===== src/rtl/core/pes_pkg.sv =====
`timescale 1ns / 1ps
`default_nettype none
// ---------------------------------------------------------------------------
// pes_pkg: shared types and constants of the periodic event scheduler
// Function codes, register indexes, adjust phases and the structs passed
// between the configuration bank, the timer engine and the top level.
// ---------------------------------------------------------------------------
package pes_pkg;

  localparam int unsigned CNT_W = 32;
  localparam int unsigned CFG_IDX_W = 3;

  // shortest interval an adjusted period may take
  localparam logic [CNT_W-1:0] MIN_INTERVAL = 32'd50;

  typedef enum logic [1:0] {
    FUNC_TICK   = 2'd0,
    FUNC_START  = 2'd1,
    FUNC_STOP   = 2'd2,
    FUNC_ADJUST = 2'd3
  } func_t;

  typedef enum logic [CFG_IDX_W-1:0] {
    REG_PERIOD          = 3'd0,
    REG_FIRST_DELAY     = 3'd1,
    REG_REPEAT_MODE     = 3'd2,
    REG_DELAYED_START   = 3'd3,
    REG_SUB_ONE_COMPARE = 3'd4,
    REG_SUB_TWO_COMPARE = 3'd5,
    REG_SUB_ONE_ENABLE  = 3'd6,
    REG_SUB_TWO_ENABLE  = 3'd7
  } cfg_idx_t;

  typedef enum logic [1:0] {
    ADJ_NONE      = 2'd0,
    ADJ_REQUESTED = 2'd1,
    ADJ_ACTIVE    = 2'd2
  } adj_phase_t;

  localparam logic [CNT_W-1:0] PERIOD_RESET      = 32'd1000;
  localparam logic [CNT_W-1:0] FIRST_DELAY_RESET = 32'd1000;

  typedef struct packed {
    logic [CNT_W-1:0] period;
    logic [CNT_W-1:0] first_delay;
    logic             repeat_mode;
    logic             delayed_start;
    logic [CNT_W-1:0] sub_one_compare;
    logic [CNT_W-1:0] sub_two_compare;
    logic             sub_one_enable;
    logic             sub_two_enable;
  } cfg_t;

  typedef struct packed {
    logic main_event;
    logic sub_one_event;
    logic sub_two_event;
    logic running;
  } result_t;

endpackage : pes_pkg
`default_nettype wire


===== src/rtl/core/pes_cfg.sv =====
`timescale 1ns / 1ps
`default_nettype none
// ---------------------------------------------------------------------------
// pes_cfg: configuration register bank
// Write-only registers loaded from the plain write port, presented as one
// struct to the timer engine.
// ---------------------------------------------------------------------------
module pes_cfg (
  input  wire logic                          clk,
  input  wire logic                          rst,
  input  wire logic                          cfg_wr_en,
  input  wire logic [pes_pkg::CFG_IDX_W-1:0] cfg_index,
  input  wire logic [pes_pkg::CNT_W-1:0]     cfg_data,
  output pes_pkg::cfg_t                      cfg
);

  pes_pkg::cfg_t regs;

  // register writes, decoded by index
  always_ff @(posedge clk) begin
    if (rst) begin
      regs.period          <= pes_pkg::PERIOD_RESET;
      regs.first_delay     <= pes_pkg::FIRST_DELAY_RESET;
      regs.repeat_mode     <= 1'b0;
      regs.delayed_start   <= 1'b0;
      regs.sub_one_compare <= '0;
      regs.sub_two_compare <= '0;
      regs.sub_one_enable  <= 1'b0;
      regs.sub_two_enable  <= 1'b0;
    end else if (cfg_wr_en) begin
      case (cfg_index)
        pes_pkg::REG_PERIOD:          regs.period          <= cfg_data;
        pes_pkg::REG_FIRST_DELAY:     regs.first_delay     <= cfg_data;
        pes_pkg::REG_REPEAT_MODE:     regs.repeat_mode     <= cfg_data[0];
        pes_pkg::REG_DELAYED_START:   regs.delayed_start   <= cfg_data[0];
        pes_pkg::REG_SUB_ONE_COMPARE: regs.sub_one_compare <= cfg_data;
        pes_pkg::REG_SUB_TWO_COMPARE: regs.sub_two_compare <= cfg_data;
        pes_pkg::REG_SUB_ONE_ENABLE:  regs.sub_one_enable  <= cfg_data[0];
        pes_pkg::REG_SUB_TWO_ENABLE:  regs.sub_two_enable  <= cfg_data[0];
        default: ;
      endcase
    end
  end

  assign cfg = regs;

endmodule : pes_cfg
`default_nettype wire


===== src/rtl/core/pes_engine.sv =====
`timescale 1ns / 1ps
`default_nettype none
// ---------------------------------------------------------------------------
// pes_engine: timer state and single-pass next-state logic
// Holds the counter, compare target and adjust state; on each step it
// applies one item and produces the result for the output register.
// ---------------------------------------------------------------------------
module pes_engine (
  input  wire logic                      clk,
  input  wire logic                      rst,
  input  wire logic                      step,
  input  wire logic [1:0]                func,
  input  wire logic [pes_pkg::CNT_W-1:0] adjust_delta,
  input  wire pes_pkg::cfg_t             cfg,
  output pes_pkg::result_t               result
);

  logic [pes_pkg::CNT_W-1:0] tick_count, tick_count_next;
  logic [pes_pkg::CNT_W-1:0] compare_target, compare_target_next;
  logic [pes_pkg::CNT_W-1:0] adjust_amount, adjust_amount_next;
  logic                      active, active_next;
  logic                      delay_pending, delay_pending_next;
  pes_pkg::adj_phase_t       adjust_phase, adjust_phase_next;

  logic [pes_pkg::CNT_W-1:0] tick_inc;
  logic signed [pes_pkg::CNT_W+1:0] adj_sum;
  logic [pes_pkg::CNT_W-1:0] adj_interval;

  // period plus signed delta, clamped to the legal interval range
  always_comb begin
    adj_sum = $signed({2'b00, cfg.period}) +
              $signed({{2{adjust_amount[pes_pkg::CNT_W-1]}}, adjust_amount});
    if (adj_sum < $signed({2'b00, pes_pkg::MIN_INTERVAL})) begin
      adj_interval = pes_pkg::MIN_INTERVAL;
    end else if (adj_sum[pes_pkg::CNT_W]) begin
      adj_interval = '1;
    end else begin
      adj_interval = adj_sum[pes_pkg::CNT_W-1:0];
    end
  end

  assign tick_inc = tick_count + 1'b1;

  // next state and result for the current item
  always_comb begin
    tick_count_next     = tick_count;
    compare_target_next = compare_target;
    adjust_amount_next  = adjust_amount;
    active_next         = active;
    delay_pending_next  = delay_pending;
    adjust_phase_next   = adjust_phase;
    result              = '0;
    case (func)
      pes_pkg::FUNC_TICK: begin
        if (active) begin
          tick_count_next      = tick_inc;
          result.sub_one_event = cfg.sub_one_enable && (tick_inc == cfg.sub_one_compare);
          result.sub_two_event = cfg.sub_two_enable && (tick_inc == cfg.sub_two_compare);
          if (tick_inc == compare_target) begin
            result.main_event = 1'b1;
            if (cfg.repeat_mode || cfg.delayed_start) begin
              tick_count_next = '0;
            end else begin
              active_next = 1'b0;
            end
            if (delay_pending) begin
              compare_target_next = cfg.period;
              delay_pending_next  = 1'b0;
            end
            case (adjust_phase)
              pes_pkg::ADJ_REQUESTED: begin
                compare_target_next = adj_interval;
                adjust_phase_next   = pes_pkg::ADJ_ACTIVE;
              end
              pes_pkg::ADJ_ACTIVE: begin
                compare_target_next = cfg.period;
                adjust_phase_next   = pes_pkg::ADJ_NONE;
              end
              default: ;
            endcase
          end
        end
      end
      pes_pkg::FUNC_START: begin
        tick_count_next     = '0;
        adjust_phase_next   = pes_pkg::ADJ_NONE;
        delay_pending_next  = cfg.delayed_start;
        compare_target_next = cfg.delayed_start ? cfg.first_delay : cfg.period;
        active_next         = 1'b1;
      end
      pes_pkg::FUNC_STOP: begin
        active_next = 1'b0;
      end
      pes_pkg::FUNC_ADJUST: begin
        adjust_amount_next = adjust_delta;
        adjust_phase_next  = pes_pkg::ADJ_REQUESTED;
      end
      default: ;
    endcase
    result.running = active_next;
  end

  // control state
  always_ff @(posedge clk) begin
    if (rst) begin
      tick_count     <= '0;
      compare_target <= '0;
      adjust_amount  <= '0;
      active         <= 1'b0;
      delay_pending  <= 1'b0;
      adjust_phase   <= pes_pkg::ADJ_NONE;
    end else if (step) begin
      tick_count     <= tick_count_next;
      compare_target <= compare_target_next;
      adjust_amount  <= adjust_amount_next;
      active         <= active_next;
      delay_pending  <= delay_pending_next;
      adjust_phase   <= adjust_phase_next;
    end
  end

`ifndef SYNTHESIS
  // a start always leaves the counter running and cleared
  a_start_arms: assert property (@(posedge clk) disable iff (rst)
    (step && func == pes_pkg::FUNC_START) |=> (active && tick_count == '0))
    else $error("start did not arm the counter");

  // a main event only on a tick while running
  a_main_needs_tick: assert property (@(posedge clk) disable iff (rst)
    (step && result.main_event) |-> (func == pes_pkg::FUNC_TICK && active))
    else $error("main event outside a running tick");

  // the counter only moves on ticks or starts
  a_count_stable: assert property (@(posedge clk) disable iff (rst)
    (step && (func == pes_pkg::FUNC_STOP || func == pes_pkg::FUNC_ADJUST))
      |=> $stable(tick_count))
    else $error("counter moved on stop or adjust");

  // an adjusted interval is never shorter than the minimum
  a_adj_min: assert property (@(posedge clk) disable iff (rst)
    (step && result.main_event && adjust_phase == pes_pkg::ADJ_REQUESTED)
      |=> (compare_target >= pes_pkg::MIN_INTERVAL))
    else $error("adjusted interval below minimum");
`endif

endmodule : pes_engine
`default_nettype wire


===== src/rtl/core/periodic_event_scheduler.sv =====
`timescale 1ns / 1ps
`default_nettype none
// ---------------------------------------------------------------------------
// periodic_event_scheduler: compare-match timer with one-period adjust
// Input register, single-pass timer engine and output register; tick,
// start, stop and adjust beats each give one result beat.
// ---------------------------------------------------------------------------
// A beat accepted into the input register passes through the timer engine into
// the output register; one beat per cycle while the output is not stalled, with
// the timer state updating in a single pass. A stalled output holds its beat while
// one more input beat waits in the input register. Synchronous active-high reset
// clears the timer (stopped) and loads register defaults; the block takes beats the cycle after reset.
module periodic_event_scheduler (
  input  wire logic                          clk,
  input  wire logic                          rst,
  input  wire logic                          cfg_wr_en,
  input  wire logic [pes_pkg::CFG_IDX_W-1:0] cfg_index,
  input  wire logic [pes_pkg::CNT_W-1:0]     cfg_data,
  input  wire logic                          in_valid,
  output logic                               in_stall,
  input  wire logic [1:0]                    func,
  input  wire logic [pes_pkg::CNT_W-1:0]     adjust_delta,
  output logic                               out_valid,
  input  wire logic                          out_stall,
  output logic                               main_event,
  output logic                               sub_one_event,
  output logic                               sub_two_event,
  output logic                               running
);

  pes_pkg::cfg_t    cfg;
  pes_pkg::result_t result;
  pes_pkg::result_t result_q;

  logic                      item_valid;
  logic [1:0]                item_func;
  logic [pes_pkg::CNT_W-1:0] item_delta;
  logic                      advance;
  logic                      in_take;

  pes_cfg u_cfg (
    .clk       (clk),
    .rst       (rst),
    .cfg_wr_en (cfg_wr_en),
    .cfg_index (cfg_index),
    .cfg_data  (cfg_data),
    .cfg       (cfg)
  );

  // handshake between the stages
  assign advance  = item_valid && (!out_valid || !out_stall);
  assign in_stall = item_valid && !advance;
  assign in_take  = in_valid && !in_stall;

  // input register
  always_ff @(posedge clk) begin
    if (rst) begin
      item_valid <= 1'b0;
    end else if (in_take) begin
      item_valid <= 1'b1;
    end else if (advance) begin
      item_valid <= 1'b0;
    end
  end

  always_ff @(posedge clk) begin
    if (in_take) begin
      item_func  <= func;
      item_delta <= adjust_delta;
    end
  end

  pes_engine u_engine (
    .clk          (clk),
    .rst          (rst),
    .step         (advance),
    .func         (item_func),
    .adjust_delta (item_delta),
    .cfg          (cfg),
    .result       (result)
  );

  // output register
  always_ff @(posedge clk) begin
    if (rst) begin
      out_valid <= 1'b0;
    end else if (advance) begin
      out_valid <= 1'b1;
    end else if (!out_stall) begin
      out_valid <= 1'b0;
    end
  end

  always_ff @(posedge clk) begin
    if (advance) begin
      result_q <= result;
    end
  end

  assign main_event    = result_q.main_event;
  assign sub_one_event = result_q.sub_one_event;
  assign sub_two_event = result_q.sub_two_event;
  assign running       = result_q.running;

endmodule : periodic_event_scheduler
`default_nettype wire


===== config.mk =====
export PLATFORM = sky130hd
export DESIGN_NAME = periodic_event_scheduler
export DESIGN_NICKNAME = d
export VERILOG_FILES = /design/src/rtl/core/pes_pkg.sv /design/src/rtl/core/pes_cfg.sv /design/src/rtl/core/pes_engine.sv /design/src/rtl/core/periodic_event_scheduler.sv
export SDC_FILE = /design/constraint.sdc
export NUM_CORES = 1
export LEC_CHECK = 0
export ABC_AREA = 0
export ABC_CLOCK_PERIOD_IN_PS = 4400
export BUFFER_PORTS_ARGS = -buffer_cell sky130_fd_sc_hd__buf_2
export CAP_MARGIN = 5
export CORE_ASPECT_RATIO = 0.8
export CORE_MARGIN = 3
export CORE_UTILIZATION = 30
export CTS_BUF_LIST = sky130_fd_sc_hd__clkbuf_8
export CTS_CLUSTER_SIZE = 30
export DETAILED_ROUTE_END_ITERATION = 10
export PLACE_DENSITY_LB_ADDON = 0.05
export SYNTH_ARGS = -nofsm -noshare
export SYNTH_HDL_FRONTEND = slang
export SYNTH_SLANG_ARGS = --single-unit
export TNS_END_PERCENT = 20

===== constraint.sdc =====
create_clock -name clk -period 4.4 [get_ports clk]
set_input_delay 0.66 -clock clk [delete_from_list [all_inputs] [get_ports clk]]
set_output_delay 0.66 -clock clk [all_outputs]
set_load 0.01 [all_outputs]

==> results.py <==
metrics = {
    "status": {
        "outcome": "complete, no violations",
    },
    "timing": {
        "fin_worst_skew_ns": 0.01742,
        "slew_headroom_pct": 26.14,
        "post-route-min-period_ns": 4.178,
        "finalHoldViolCount": 0,
        "post-route-period-util_pct": 94.95,
        "worst_pin_slew_ns": 1.108,
        "finalSetupViolations": 0,
        "worst_hold_slack_ns": 0.1987,
        "rsz0062_at_grt": "no",
        "fmax_mhz": 239.4,
        "slew_violations": 0,
        "setup_tns_ns": 0,
    },
    "grt": {
        "antenna_found_initial": 1,
        "grt_pass1_vias": 13950,
        "grt_pass1_wl_um": 89360,
        "track_usage_pct": 21.30,
        "grt_max_degree": 146,
        "gr-total-overflow": 0,
    },
    "detailed_routing": {
        "drtAntennaViolNets": 0,
        "wirelength_um": 59380,
        "drtIter0Drc": 1170,
        "vias": 14730,
        "first_pass_iters": 5,
        "drc_errors": 0,
        "wl_per_cell_um": 21.64,
        "vias_per_cell": 5.368,
    },
    "logic_synthesis": {
        "yosysMostFrequentCell": "nand2_1",
        "syn-cell-area_mm2": 0.01571,
        "ys_seq_area_share_pct": 37.09,
        "avgSynthCellArea_um2": 7.953,
        "synth_area_leaders": "dfxtp_1 30%, nand2_1 9.8%, a21oi_1 7.6%, edfxtp_1 7.3%, xnor2_1 4.2%",
        "post_synth_num_cell_types": 87,
        "yosys-top-cells-count": "411 x nand2_1, 237 x a21oi_1, 234 x dfxtp_1",
        "synth_nets": 2084,
        "async_flop_share_pct": 0,
        "synth_flop_cell": "dfxtp_1",
        "yosys_register_bits": 272,
        "synth_edf_count": 38,
        "synth_warnings": 0,
        "synth_top_cell_area_share_pct": 29.82,
        "postSynthCellCount": 1975,
        "synth_top_area_cell": "dfxtp_1",
    },
    "min_path": {
        "hp-class": "primary input to flip-flop",
    },
    "critical_path": {
        "cp.arrival_ns": 4.70,
        "crit_path_end_kind": "flip-flop",
        "slowest_delay_ns": 0.63,
        "worstPathRequired_ns": 4.93,
        "worstSetupStartpointType": "flip-flop",
        "cp_cell_sequence": "and4_1 > nand3_1 > nor4_2 > xnor3_1 > o2111ai_1 > a2111oi_2 > nand4b_4 > o21ai_4 > buf_12 > nor2_1 > a22o_1",
        "path_class": "flip-flop to flip-flop",
        "crit_fanout": 51,
        "cp_slowest_cell": "nor4_2",
    },
    "die": {
        "top_level_ports": 80,
        "fp.dieW_um": 261.8,
        "die_h_um": 210.7,
        "start_util_pct": 30.57,
        "die_area_mm2": 0.05516,
        "core_area_mm2": 0.05139,
        "row_count": 74,
    },
    "cts": {
        "htreeDepth": 2,
        "cts_tree": "yes",
        "clock_sinks": 272,
        "clockBufferDepth": 3,
        "path_clk_slew_ns": 0.06,
        "cts_hold_repair.buffers": 0,
        "clock_latency_ns": 0.64,
        "cts_buffers": 50,
        "cts_root_buf": "clkbuf_8",
    },
    "final_layout": {
        "fillers": 5552,
        "diodes": 0,
        "area_growth_pct": 13.61,
        "drive_above_1_share_pct": 11.75,
        "nets": 2135,
    },
    "power_and_ir_drop": {
        "power.density_mw_per_mm2": 306.1,
        "p_leak_nw": 6.533,
        "peakVddDrop_mv": 0.1914,
    },
    "flow_run": {
        "cap_violations": 0,
    },
    "placed_design": {
        "hpwl_um": 43800,
        "port_buffers": 79,
        "place.gp.congestion": 0.8968,
    },
}
==> per-layer routing <==
metal / share of wire, % / track usage, % / up-vias
met1: 52 / 33.17 / 7079
met4: 2.4 / 6.133 / 2
met5: 0.027 / 0 / -
met2: 40 / 29.81 / 425
li1: - / - / 7141
met3: 5.4 / 3.356 / 82
==> through the flow <==
step / std cells / setup WS (ns) / area (um2) / util, % / power, mW
CTS: 2742 / 0.2849 / 17820 / 34.69 / 5.571
detailed placement: 2656 / 0.3050 / 16890 / 32.88 / 3.161
global placement: 2656 / 0.2862 / 16890 / 32.88 / 3.160
finish: 2744 / 0.2224 / 17840 / 34.73 / 5.463
floorplan: 1975 / 1.059 / 15710 / - / 2.952
global route: 2744 / 0.006084 / 17840 / 34.73 / 5.727
==> logic make-up after synthesis <==
family / count (synthesis) / share of synthesized area [%]
xor+xnor: 136 / 8.117
simple gates: 830 / 25.27
fa+ha+maj: 35 / 2.836
mux: 37 / 2.374
flops: 272 / 37.09
compound gates: 500 / 20.02
buf+inv: 165 / 4.293
==> registers in the layout (all words and copies together), names as in the netlist <==
| register | flops |
|---|---|
| item_delta | 32 |
| item_func | 2 |
| item_valid | 1 |
| main_event | 1 |
| out_valid | 1 |
| running | 1 |
| sub_one_event | 1 |
| sub_two_event | 1 |
| u_cfg.cfg | 132 |
| u_engine.active | 1 |
| u_engine.adjust_amount | 32 |
| u_engine.adjust_phase | 2 |
| u_engine.compare_target | 32 |
| u_engine.delay_pending | 1 |
| u_engine.tick_count | 32 |
==> layout by cell type, fill, tap and decap left out, drive strengths merged, types with 34 or more instances in the layout <==
master / instances
a21oi: 237
buf: 138
clkbuf: 60
dfxtp: 234
edfxtp: 38
ha: 34
inv: 42
mux2i: 35
nand2: 411
nand3: 55
nand4: 42
nor2: 110
nor3: 64
o21ai: 65
xnor2: 75
xor2: 55
==> power by group <==
group / total (mW) / internal, mW / switching [mW] / leakage (nW)
sequential: 2.64 / 2.59 / 0.0532 / 2.27
clock: 2.36 / 1.22 / 1.14 / 0.546
combinational: 0.468 / 0.157 / 0.310 / 3.72
==> what timing repair did <==
item | 4_1_cts | 5_1_grt
buffers inserted | 0 | 2
setup endpoints to repair | 0 | 27
gates resized for setup | 0 | 1
==> layout make-up <==
| class | instances | area (um2) | area share [%] |
|---|---|---|---|
| sequential | 272 | 5827 | 32.65 |
| clock buffer | 60 | 825.8 | 4.628 |
| clock inverter | 26 | 105.1 | 0.5890 |
| timing repair buffer | 138 | 882.1 | 4.943 |
| tap | 684 | 855.8 | 4.796 |
| inverter | 26 | 97.59 | 0.5469 |
| multi-input combinational | 1538 | 9251 | 51.84 |
==> critical path, delay by kind of cell, from the launching register on <==
family | cells | cell delay [ns]
xor+xnor | 1 | 0.25
flops | 1 | 0.52
compound gates | 4 | 1.17
simple gates | 5 | 1.81
buf+inv | 1 | 0.24
==> path summary, 6_finish.rpt <==
| check | start | to | slack, ns | depth (start not counted) |
|---|---|---|---|---|
| setup / recovery | u_engine.tick_count[19] | u_engine.tick_count[14] | 0.22 | 11 |
| hold / removal | adjust_delta[19] | item_delta[19] | 0.20 | 1 |
| setup reg to reg | u_engine.tick_count[19] | u_engine.tick_count[14] | 0.22 | 11 |
| hold reg to reg | u_cfg.cfg[91] | u_cfg.cfg[91] | 0.46 | 2 |
Note: power is estimated with default switching activity, not from simulation.
